$ cat config.mk
export PLATFORM = sky130hd
export DESIGN_NAME = buffer_occupancy_monitor_top
export DESIGN_NICKNAME = d
export VERILOG_FILES = /design/src/sv/bom_pkg.sv /design/src/sv/bom_cfg.sv /design/src/sv/bom_in_stage.sv /design/src/sv/bom_core.sv /design/src/sv/buffer_occupancy_monitor_top.sv
export SDC_FILE = /design/constraint.sdc
export NUM_CORES = 1
export LEC_CHECK = 0
export BUFFER_PORTS_ARGS = -buffer_cell sky130_fd_sc_hd__buf_2
export CAP_MARGIN = 0
export CORE_ASPECT_RATIO = 1.5
export CORE_UTILIZATION = 27
export CTS_CLUSTER_DIAMETER = 50
export DETAILED_ROUTE_END_ITERATION = 12
export GPL_TIMING_DRIVEN = 0
export PLACE_DENSITY_LB_ADDON = 0.3
export SLEW_MARGIN = 20
export SYNTH_ARGS = -nofsm -noshare
export SYNTH_HDL_FRONTEND = slang
export SYNTH_HIERARCHICAL = 1
export SYNTH_SLANG_ARGS = --single-unit
export TNS_END_PERCENT = 5
$ cat constraint.sdc
create_clock -name clk -period 10.55 [get_ports clk]
set_clock_uncertainty 0.05 [all_clocks]
set_input_delay 2.6375 -clock clk [delete_from_list [all_inputs] [get_ports clk]]
set_output_delay 2.6375 -clock clk [all_outputs]
set_load 0.05 [all_outputs]
$ cat src/sv/bom_pkg.sv
// Shared types, codes and helpers for the buffer occupancy monitor.
package bom_pkg;

	localparam int unsigned BITS_W   = 24;
	localparam int unsigned FILL_W   = 48;
	localparam int unsigned SUM_W    = FILL_W + 2;
	localparam int unsigned LEN_W    = 31;
	localparam int unsigned FRAME_W  = 24;
	localparam int unsigned CODE_W   = 3;
	localparam int unsigned CFG_IDX_W = 2;
	localparam int unsigned IN_TDATA_W  = 2 * BITS_W;
	localparam int unsigned OUT_TDATA_W = 80;

	localparam logic [CFG_IDX_W-1:0] REG_BUFFER_LENGTH = 2'd0;
	localparam logic [CFG_IDX_W-1:0] REG_INITIAL_FILL  = 2'd1;
	localparam logic [CFG_IDX_W-1:0] REG_FRAME_TARGET  = 2'd2;

	localparam logic [LEN_W-1:0]   BUFFER_LENGTH_RST = 31'd1048576;
	localparam logic [LEN_W-1:0]   INITIAL_FILL_RST  = 31'd524288;
	localparam logic [FRAME_W-1:0] FRAME_TARGET_RST  = 24'd1;

	localparam logic [FRAME_W-1:0] FRAME_MAX = {FRAME_W{1'b1}};
	localparam logic signed [SUM_W-1:0] FILL_MAX_EXT = SUM_W'(50'sh0_7FFF_FFFF_FFFF);
	localparam logic signed [SUM_W-1:0] FILL_MIN_EXT = -FILL_MAX_EXT - SUM_W'(1);

	localparam logic [CODE_W-1:0] CODE_INIT      = 3'd0;
	localparam logic [CODE_W-1:0] CODE_NORMAL    = 3'd1;
	localparam logic [CODE_W-1:0] CODE_FINAL     = 3'd2;
	localparam logic [CODE_W-1:0] CODE_OVERFLOW  = 3'd3;
	localparam logic [CODE_W-1:0] CODE_UNDERFLOW = 3'd4;
	localparam logic [CODE_W-1:0] CODE_DONE      = 3'd5;

	typedef enum logic [5:0] {
		PH_INIT      = 6'b000001,
		PH_NORMAL    = 6'b000010,
		PH_FINAL     = 6'b000100,
		PH_OVERFLOW  = 6'b001000,
		PH_UNDERFLOW = 6'b010000,
		PH_DONE      = 6'b100000
	} phase_t;

	typedef struct packed {
		logic               frame_arrives;
		logic [BITS_W-1:0]  bits_out;
		logic [BITS_W-1:0]  bits_in;
	} item_t;

	typedef struct packed {
		logic [FRAME_W-1:0] frame_target;
		logic [LEN_W-1:0]   initial_fill;
		logic [LEN_W-1:0]   buffer_length;
	} cfg_t;

	typedef struct packed {
		logic [FRAME_W-1:0]       frame_number;
		logic [CODE_W-1:0]        phase_before;
		logic [CODE_W-1:0]        phase_now;
		logic signed [FILL_W-1:0] fill_level;
	} result_t;

	function automatic logic [CODE_W-1:0] phase_code(input phase_t ph);
		logic [CODE_W-1:0] code;
		case (ph)
			PH_INIT:      code = CODE_INIT;
			PH_NORMAL:    code = CODE_NORMAL;
			PH_FINAL:     code = CODE_FINAL;
			PH_OVERFLOW:  code = CODE_OVERFLOW;
			PH_UNDERFLOW: code = CODE_UNDERFLOW;
			PH_DONE:      code = CODE_DONE;
			default:      code = CODE_INIT;
		endcase
		return code;
	endfunction

endpackage

$ cat src/sv/bom_cfg.sv
// Configuration register file for the buffer occupancy monitor.
module bom_cfg
	import bom_pkg::*;
(
	input  logic                 clk,
	input  logic                 arst_n,
	input  logic                 wr_valid,
	input  logic [CFG_IDX_W-1:0] wr_index,
	input  logic [LEN_W-1:0]     wr_data,
	output cfg_t                 cfg
);

	cfg_t cfg_q;

	always_ff @(posedge clk or negedge arst_n) begin
		if (!arst_n) begin
			cfg_q.buffer_length <= BUFFER_LENGTH_RST;
			cfg_q.initial_fill  <= INITIAL_FILL_RST;
			cfg_q.frame_target  <= FRAME_TARGET_RST;
		end else if (wr_valid) begin
			case (wr_index)
				REG_BUFFER_LENGTH: cfg_q.buffer_length <= wr_data;
				REG_INITIAL_FILL:  cfg_q.initial_fill  <= wr_data;
				REG_FRAME_TARGET:  cfg_q.frame_target  <= wr_data[FRAME_W-1:0];
				default: ;
			endcase
		end
	end

	assign cfg = cfg_q;

endmodule

$ cat src/sv/bom_in_stage.sv
// Input register stage for incoming requests.
module bom_in_stage
	import bom_pkg::*;
(
	input  logic  clk,
	input  logic  arst_n,
	input  logic  in_valid,
	output logic  in_ready,
	input  item_t in_item,
	output logic  item_valid,
	input  logic  item_taken,
	output item_t item
);

	logic  valid_s1;
	item_t item_s1;

	assign in_ready = !valid_s1 || item_taken;

	always_ff @(posedge clk or negedge arst_n) begin
		if (!arst_n) begin
			valid_s1 <= 1'b0;
		end else if (in_ready) begin
			valid_s1 <= in_valid;
		end
	end

	always_ff @(posedge clk) begin
		if (in_ready && in_valid) begin
			item_s1 <= in_item;
		end
	end

	assign item_valid = valid_s1;
	assign item       = item_s1;

endmodule

$ cat src/sv/bom_core.sv
// Occupancy, frame count and phase update with the result register.
module bom_core
	import bom_pkg::*;
(
	input  logic    clk,
	input  logic    arst_n,
	input  cfg_t    cfg,
	input  logic    item_valid,
	input  item_t   item,
	output logic    item_taken,
	output logic    res_valid,
	input  logic    res_ready,
	output result_t res
);

	logic signed [FILL_W-1:0] fill_q;
	logic [FRAME_W-1:0]       frames_q;
	phase_t                   phase_q;

	logic                     valid_s2;
	result_t                  res_s2;

	logic signed [SUM_W-1:0]  sum;
	logic signed [FILL_W-1:0] fill_nx;
	logic [FRAME_W-1:0]       frames_nx;
	phase_t                   phase_nx;
	logic                     adv;

	assign adv        = !valid_s2 || res_ready;
	assign item_taken = adv;

	always_comb begin
		sum = $signed({{(SUM_W-FILL_W){fill_q[FILL_W-1]}}, fill_q})
			+ $signed({{(SUM_W-BITS_W){1'b0}}, item.bits_in})
			- $signed({{(SUM_W-BITS_W){1'b0}}, item.bits_out});
		if (sum > FILL_MAX_EXT) begin
			fill_nx = FILL_MAX_EXT[FILL_W-1:0];
		end else if (sum < FILL_MIN_EXT) begin
			fill_nx = FILL_MIN_EXT[FILL_W-1:0];
		end else begin
			fill_nx = sum[FILL_W-1:0];
		end

		frames_nx = frames_q;
		if (item.frame_arrives && frames_q != FRAME_MAX) begin
			frames_nx = frames_q + FRAME_W'(1);
		end

		phase_nx = phase_q;
		if (fill_nx > $signed({{(FILL_W-LEN_W){1'b0}}, cfg.buffer_length})) begin
			phase_nx = PH_OVERFLOW;
		end else if (fill_nx[FILL_W-1]) begin
			phase_nx = (phase_q == PH_FINAL) ? PH_DONE : PH_UNDERFLOW;
		end else if (phase_q == PH_INIT
			&& fill_nx > $signed({{(FILL_W-LEN_W){1'b0}}, cfg.initial_fill})) begin
			phase_nx = PH_NORMAL;
		end else if (phase_q == PH_NORMAL && frames_nx == cfg.frame_target) begin
			phase_nx = PH_FINAL;
		end
	end

	always_ff @(posedge clk or negedge arst_n) begin
		if (!arst_n) begin
			fill_q   <= '0;
			frames_q <= '0;
			phase_q  <= PH_INIT;
			valid_s2 <= 1'b0;
		end else if (adv) begin
			valid_s2 <= item_valid;
			if (item_valid) begin
				fill_q   <= fill_nx;
				frames_q <= frames_nx;
				phase_q  <= phase_nx;
			end
		end
	end

	always_ff @(posedge clk) begin
		if (adv && item_valid) begin
			res_s2.fill_level   <= fill_nx;
			res_s2.phase_now    <= phase_code(phase_nx);
			res_s2.phase_before <= phase_code(phase_q);
			res_s2.frame_number <= frames_nx;
		end
	end

	assign res_valid = valid_s2;
	assign res       = res_s2;

endmodule

$ cat src/sv/buffer_occupancy_monitor_top.sv
// Top level of the buffer occupancy monitor.
//
// Leaky-bucket check of a coded-stream buffer. Each request carries the bits
// entering and leaving and a frame flag; each yields one result with the
// saturating signed occupancy, the new and previous phase (0 init, 1 normal,
// 2 final, 3 overflow, 4 underflow, 5 done) and the saturating frame count.
// One request is taken per cycle while the result side is not stalled by m_tready;
// a request's result passes through the input register and then the update
// into the result register before it is presented on the output.
// Configuration writes take effect on the next cycle and are always accepted.
module buffer_occupancy_monitor_top
	import bom_pkg::*;
(
	input  logic                   clk,
	input  logic                   arst_n,
	input  logic                   s_tvalid,
	output logic                   s_tready,
	input  logic [IN_TDATA_W-1:0]  s_tdata,   // bits_in[23:0], bits_out[47:24]
	input  logic                   s_tuser,   // frame_arrives[0]
	output logic                   m_tvalid,
	input  logic                   m_tready,
	output logic [OUT_TDATA_W-1:0] m_tdata,   // fill_level[47:0], phase_now[50:48],
	                                          // phase_before[53:51],
	                                          // frame_number[77:54], zero[79:78]
	input  logic                   cfg_valid,
	output logic                   cfg_ready,
	input  logic [CFG_IDX_W-1:0]   cfg_index,
	input  logic [LEN_W-1:0]       cfg_data
);

	cfg_t    cfg;
	item_t   in_item;
	item_t   item;
	logic    item_valid;
	logic    item_taken;
	result_t res;

	assign cfg_ready = 1'b1;

	assign in_item.bits_in       = s_tdata[BITS_W-1:0];
	assign in_item.bits_out      = s_tdata[2*BITS_W-1:BITS_W];
	assign in_item.frame_arrives = s_tuser;

	bom_cfg u_cfg (
		.clk      (clk),
		.arst_n   (arst_n),
		.wr_valid (cfg_valid),
		.wr_index (cfg_index),
		.wr_data  (cfg_data),
		.cfg      (cfg)
	);

	bom_in_stage u_in (
		.clk        (clk),
		.arst_n     (arst_n),
		.in_valid   (s_tvalid),
		.in_ready   (s_tready),
		.in_item    (in_item),
		.item_valid (item_valid),
		.item_taken (item_taken),
		.item       (item)
	);

	bom_core u_core (
		.clk        (clk),
		.arst_n     (arst_n),
		.cfg        (cfg),
		.item_valid (item_valid),
		.item       (item),
		.item_taken (item_taken),
		.res_valid  (m_tvalid),
		.res_ready  (m_tready),
		.res        (res)
	);

	assign m_tdata = {{(OUT_TDATA_W - $bits(result_t)){1'b0}}, res};

endmodule
==> results of run 1 <==
[state kept, by name, indices dropped and copies added, names as in the netlist]
| name | cells |
|---|---|
| u_cfg/cfg | 86 |
| u_core/res | 78 |
| u_in/item | 49 |
| u_core/fill_q | 48 |
| u_core/frames_q | 24 |
| u_core/phase_q | 6 |
| u_core/res_valid | 1 |
| u_in/item_valid | 1 |
[cells by family after synthesis]
family / Yosys count
multiplexers: 96
XOR/XNOR: 113
AO/OA/AOI/OAI: 358
adder cells (fa/ha/maj): 136
AND/OR/NAND/NOR: 440
flip-flops: 293
other: 2
buffers and inverters: 272
[area by class of cell]
cell class                 count  area share
multi-input combinational   1146       0.409
tap                          805      0.0494
buffer                        76      0.0164
sequential                   293       0.391
antenna                        1    0.000123
inverter                     196      0.0361
timing repair buffer         168      0.0440
clock inverter                13     0.00694
clock buffer                  48      0.0468
[path summary, 6_finish.rpt]
path / depth (start not counted) / from / end
setup / recovery: 23 / u_in/item[1] / u_core/res[48]
hold / removal: 1 / u_core/frames_q[22] / u_core/frames_q[22]
setup reg to reg: 23 / u_in/item[1] / u_core/res[48]
hold reg to reg: 1 / u_core/frames_q[22] / u_core/frames_q[22]
max in group asynchronous: 2 / arst_n / u_cfg/cfg[50]
min in group asynchronous: 1 / arst_n / u_core/phase_q[4]
[cells in the final DEF (no fill, tap or decap), types with 6 or more instances in the layout]
master / count
o2111ai_1: 6
nand2_1: 152
a31oi_1: 19
fa_1: 24
a21oi_1: 96
inv_1: 195
buf_4: 8
o21ai_0: 129
nand3_1: 29
nand2b_1: 15
or2_2: 8
clkbuf_16: 34
o211ai_1: 9
and3_1: 11
and4_1: 8
a21o_1: 23
o31ai_1: 7
o21bai_1: 7
nor3_1: 29
xnor2_1: 64
buf_2: 171
nor4_1: 11
xor2_1: 49
nand4_1: 46
nor2b_1: 14
ha_1: 112
nor2_1: 82
dfrtp_1: 162
mux2_2: 91
a211oi_1: 7
edfxtp_1: 127
o21ai_1: 6
o21a_1: 7
and2_1: 9
clkbuf_1: 66
[through the flow]
stage,instance area (um2),setup WS [ps],hold WS (ps),cells
after floorplan,17400,4410,395,1711
after global placement,19200,1460,411,2682
after detailed placement,19300,1490,414,2684
after CTS,20400,1470,424,2745
after global routing,20400,1200,471,2746
final,20400,1520,424,2746
[layer usage]
metal / global-route usage / vias to the layer above
met2: 0.336 / 376
met4: 0.0896 / 4
met1: 0.192 / 6561
met3: 0.0238 / 119
met5: 0 / -
li1: - / 6411
==> results.py, run 1 <==
metrics = {
    "clocking": {
        "cts-resized-gates": 0,
        "cts_max_path_buffers": 3,
        "h-tree-depth": 2,
        "clk_pin_slew_ps": 60,
        "root_buffer": "clkbuf_16",
        "postCtsSetupBuffers": 0,
        "cts_num_sinks": 293,
        "cts_inserted_buffers": 34,
        "clkLatencyLatePin_ps": 560,
        "hold_buffers": 0,
        "cts_tree": "built",
    },
    "finish": {
        "drive_above_1_share": 0.181,
        "seq_area_um2": 7970,
        "final_nets": 2138,
        "multi_input_area_um2": 8330,
        "fillerInstances": 6545,
        "utilization": 0.321,
        "area_delta_synth_final_pct": 17.4,
    },
    "synthesis": {
        "synth_top_area_share": 0.234,
        "synth_edf_count": 127,
        "async_reset_ff_frac": 0.567,
        "synth_area_um2": 17400,
        "ys_warn_count": 6,
        "synth_top_area_cell": "dfrtp_1",
        "avgSynthCellArea_um2": 10.2,
        "ys_seq_elements": 293,
        "ys_top_cells_by_count": "inv_1 (195), dfrtp_1 (162), nand2_1 (152), o21ai_0 (131), edfxtp_1 (127)",
        "synth_simple_gate_area_frac": 0.126,
        "postSynthCellCount": 1710,
        "synth-compound-area-share": 0.126,
        "synth_cell_types": 83,
        "synth_top_family_by_area": "simple AND/OR/NAND/NOR gates",
        "synth_flop_cell": "dfrtp_1",
        "synth-seq-area-share": 0.459,
        "yosysMostFrequentCell": "inv_1",
        "synth.mux.area_fraction": 0.0621,
        "synth_area_leaders": "dfrtp_1 (23%), edfxtp_1 (22%), ha_1 (8.1%)",
        "synth_xor_area_frac": 0.0570,
        "synthAdderAreaFrac": 0.108,
    },
    "global_route": {
        "antenna_found_initial": 5,
        "grt_usage": 0.178,
        "grt_pass1_vias": 14300,
        "grt-ovfl-total": 0,
        "grt_max_degree": 92,
        "grt_pass1_wl_um": 87200,
    },
    "floorplan": {
        "num_rows": 113,
        "die-area_um2": 65300,
        "core_area_um2": 63500,
        "start_util": 0.273,
        "die_w_um": 209,
        "pin_count": 170,
        "die_h_um": 313,
    },
    "place": {
        "dp_hpwl_um": 46000,
        "portBuffers": 166,
        "gp_congestion": 0.920,
    },
    "sta": {
        "period_share": 0.856,
        "fmax_mhz": 111,
        "rsz0062_at_grt": "no",
        "report.final.slew_viol_count": 0,
        "setup_viol": 0,
        "worstMarginPinSlew_ps": 1100,
        "tns_ps": 0,
        "relSlewSlack": 0.261,
        "hold_viol_final": 0,
        "final.min_clock_period_ps": 9030,
    },
    "setup_path": {
        "startpoint_type": "flop",
        "crit_path_top_delay_cell": "clkbuf_1",
        "crit_family": "compound AO/OA/AOI/OAI gates",
        "cpMostUsedCell": "a21oi_1",
        "critPathBufInv": 3,
        "worst-setup-path-type": "flop to flop",
        "worstPathArrival_ps": 9320,
        "crit_path_max_fanout": 10,
        "end_kind": "flop",
        "worstPathCellList": "fa_1, inv_1, fa_1, nand2b_1, a21oi_1, o21bai_1, a211oi_1, o31ai_1, a21oi_1, a21oi_1, inv_1, a311o_1, clkbuf_1, o21ai_0, ha_1, nand2_1, nor4_1, o21ai_0, o2111ai_1, a31oi_1, o2111ai_2, a21oi_1, o21ai_0",
        "slowest_delay_ps": 670,
        "r2r_slack_ps": 1520,
        "crit_required_ps": 10840,
    },
    "route": {
        "drtPass1Iterations": 5,
        "wl_met3_um": 2260,
        "num_vias": 13500,
        "wl_met1_um": 21700,
        "wl_um": 57500,
        "first_iter_violations": 767,
        "dr.max_layer_used": "met5",
        "wl_per_cell_um": 20.9,
        "wl_met2_um": 30600,
        "viasPerCell": 4.91,
        "drc": 0,
        "ant_nets": 0,
    },
    "worst_hold_path": {
        "hold_path.class": "flop to flop",
    },
    "flow_run": {
        "cap_violations": 0,
    },
    "status": {
        "outcome": "completed",
    },
}
Power of run 1 is left out: the tool's default activity adds up to more than one toggle a clock period on the data nets, which glitch-free logic cannot reach.
==> inputs of run 2 (changes only) <==
- BUFFER_PORTS_ARGS: -buffer_cell sky130_fd_sc_hd__buf_2 -> not set
- CORE_UTILIZATION: 27 -> 45
- DONT_BUFFER_PORTS: not set -> 1
==> run 2 against run 1 <==
Net effect:
- non-clock buffer count fell by 167
- die area fell by 40%
- highest routed layer unchanged
- sequential share of layout area rose by 2.7 points
- critical path type unchanged
- global-route usage rose by 7.2 points
- maximum frequency rose by 7.0%
==> results.py, run 2 (synthesis gave the netlist of run 1 again) <==
metrics = {
    "status": {
        "outcome": "completed",
    },
    "setup_path": {
        "crit_family": "compound AO/OA/AOI/OAI gates",
        "crit_path_top_delay_cell": "a21boi_1",
        "crit_required_ps": 10740,
        "slowest_delay_ps": 650,
        "startpoint_type": "flop",
        "crit_path_max_fanout": 10,
        "worstPathArrival_ps": 8630,
        "end_kind": "flop",
        "worst-setup-path-type": "flop to flop",
        "critPathBufInv": 2,
    },
    "global_route": {
        "grt_pass1_vias": 13100,
        "met3_usage": 0.0334,
        "grt_use_met2": 0.455,
        "grt_usage": 0.250,
        "grt_busiest_layer": "met2",
        "use_met1": 0.273,
        "grt-ovfl-total": 0,
        "antenna_found_initial": 1,
        "grt_pass1_wl_um": 74200,
        "grt_max_degree": 167,
    },
    "floorplan": {
        "num_rows": 87,
        "pin_count": 170,
        "start_util": 0.460,
        "die_w_um": 162,
        "die_h_um": 243,
        "core_area_um2": 37800,
        "die-area_um2": 39400,
    },
    "sta": {
        "period_share": 0.800,
        "final.min_clock_period_ps": 8440,
        "setup_viol": 0,
        "hold_viol_final": 0,
        "holdWs_ps": 425,
        "worstMarginPinSlew_ps": 1200,
        "fmax_mhz": 118,
        "rsz0062_at_grt": "no",
        "report.final.slew_viol_count": 0,
        "tns_ps": 0,
        "relSlewSlack": 0.190,
    },
    "clocking": {
        "root_buffer": "clkbuf_16",
        "h-tree-depth": 2,
        "cts_tree": "built",
        "hold_buffers": 0,
        "clkLatencyLatePin_ps": 540,
        "postCtsSetupBuffers": 0,
        "clk_pin_slew_ps": 60,
        "cts-resized-gates": 0,
        "cts_num_sinks": 293,
        "cts_max_path_buffers": 3,
        "cts_inserted_buffers": 34,
    },
    "finish": {
        "area_delta_synth_final_pct": 9.87,
        "drive_above_1_share": 0.104,
        "final_cell_mix": "inv_1 (195), dfrtp_1 (162), nand2_1 (152)",
        "layout_commonest_cell": "inv_1",
        "final_nets": 1971,
        "final_area_um2": 19100,
        "diodes": 0,
        "largest_reg_flops": 86,
    },
    "route": {
        "ant_nets": 0,
        "drc": 0,
        "wl_um": 48400,
        "first_iter_violations": 868,
        "viasPerCell": 5.68,
        "wl_per_cell_um": 21.4,
        "num_vias": 12800,
        "drtPass1Iterations": 5,
    },
    "place": {
        "dp_hpwl_um": 37700,
        "gp_congestion": 0.949,
        "portBuffers": 0,
        "dpl_cell_area_um2": 18000,
    },
    "flow_run": {
        "cap_violations": 0,
    },
    "worst_hold_path": {
        "hold_path.class": "flop to flop",
    },
}
## run 2: worst paths after layout
check	depth (start not counted)	slack, ps	to	from
max	26	2110	u_core/res[48]	u_in/item[1]
min	1	430	u_core/frames_q[22]	u_core/frames_q[22]
max reg2reg	26	2110	u_core/res[48]	u_in/item[1]
min reg2reg	1	430	u_core/frames_q[22]	u_core/frames_q[22]
max in group asynchronous	0	8310	u_cfg/cfg[62]	arst_n
min in group asynchronous	0	1770	u_cfg/cfg[55]	arst_n
## run 2: layer usage
layer,vias to the layer above,wire (um),share of wire
li1,6057,-,-
met4,2,2930,0.060
met3,133,2040,0.042
met5,-,8,0.00017
met2,367,25500,0.53
met1,6280,17900,0.37
## run 2: final cells by class
type | instances | area [um2]
fill | 3365 | 18700
tap | 489 | 612
multi-input combinational | 1146 | 8330
clock inverter | 19 | 170
buffer | 76 | 334
timing repair buffer | 1 | 27.5
clock buffer | 42 | 891
sequential | 293 | 7970
inverter | 196 | 736
## run 2: stage by stage
step                      std cells  setup WS [ps]   util
after detailed placement       2201           2280  0.477
after floorplan                1711           4410      -
after global placement         2200           2170  0.476
after CTS                      2262           2250  0.505
after global routing           2262           1840  0.505
final                          2262           2110  0.505
Power of run 2 is left out for the same reason.
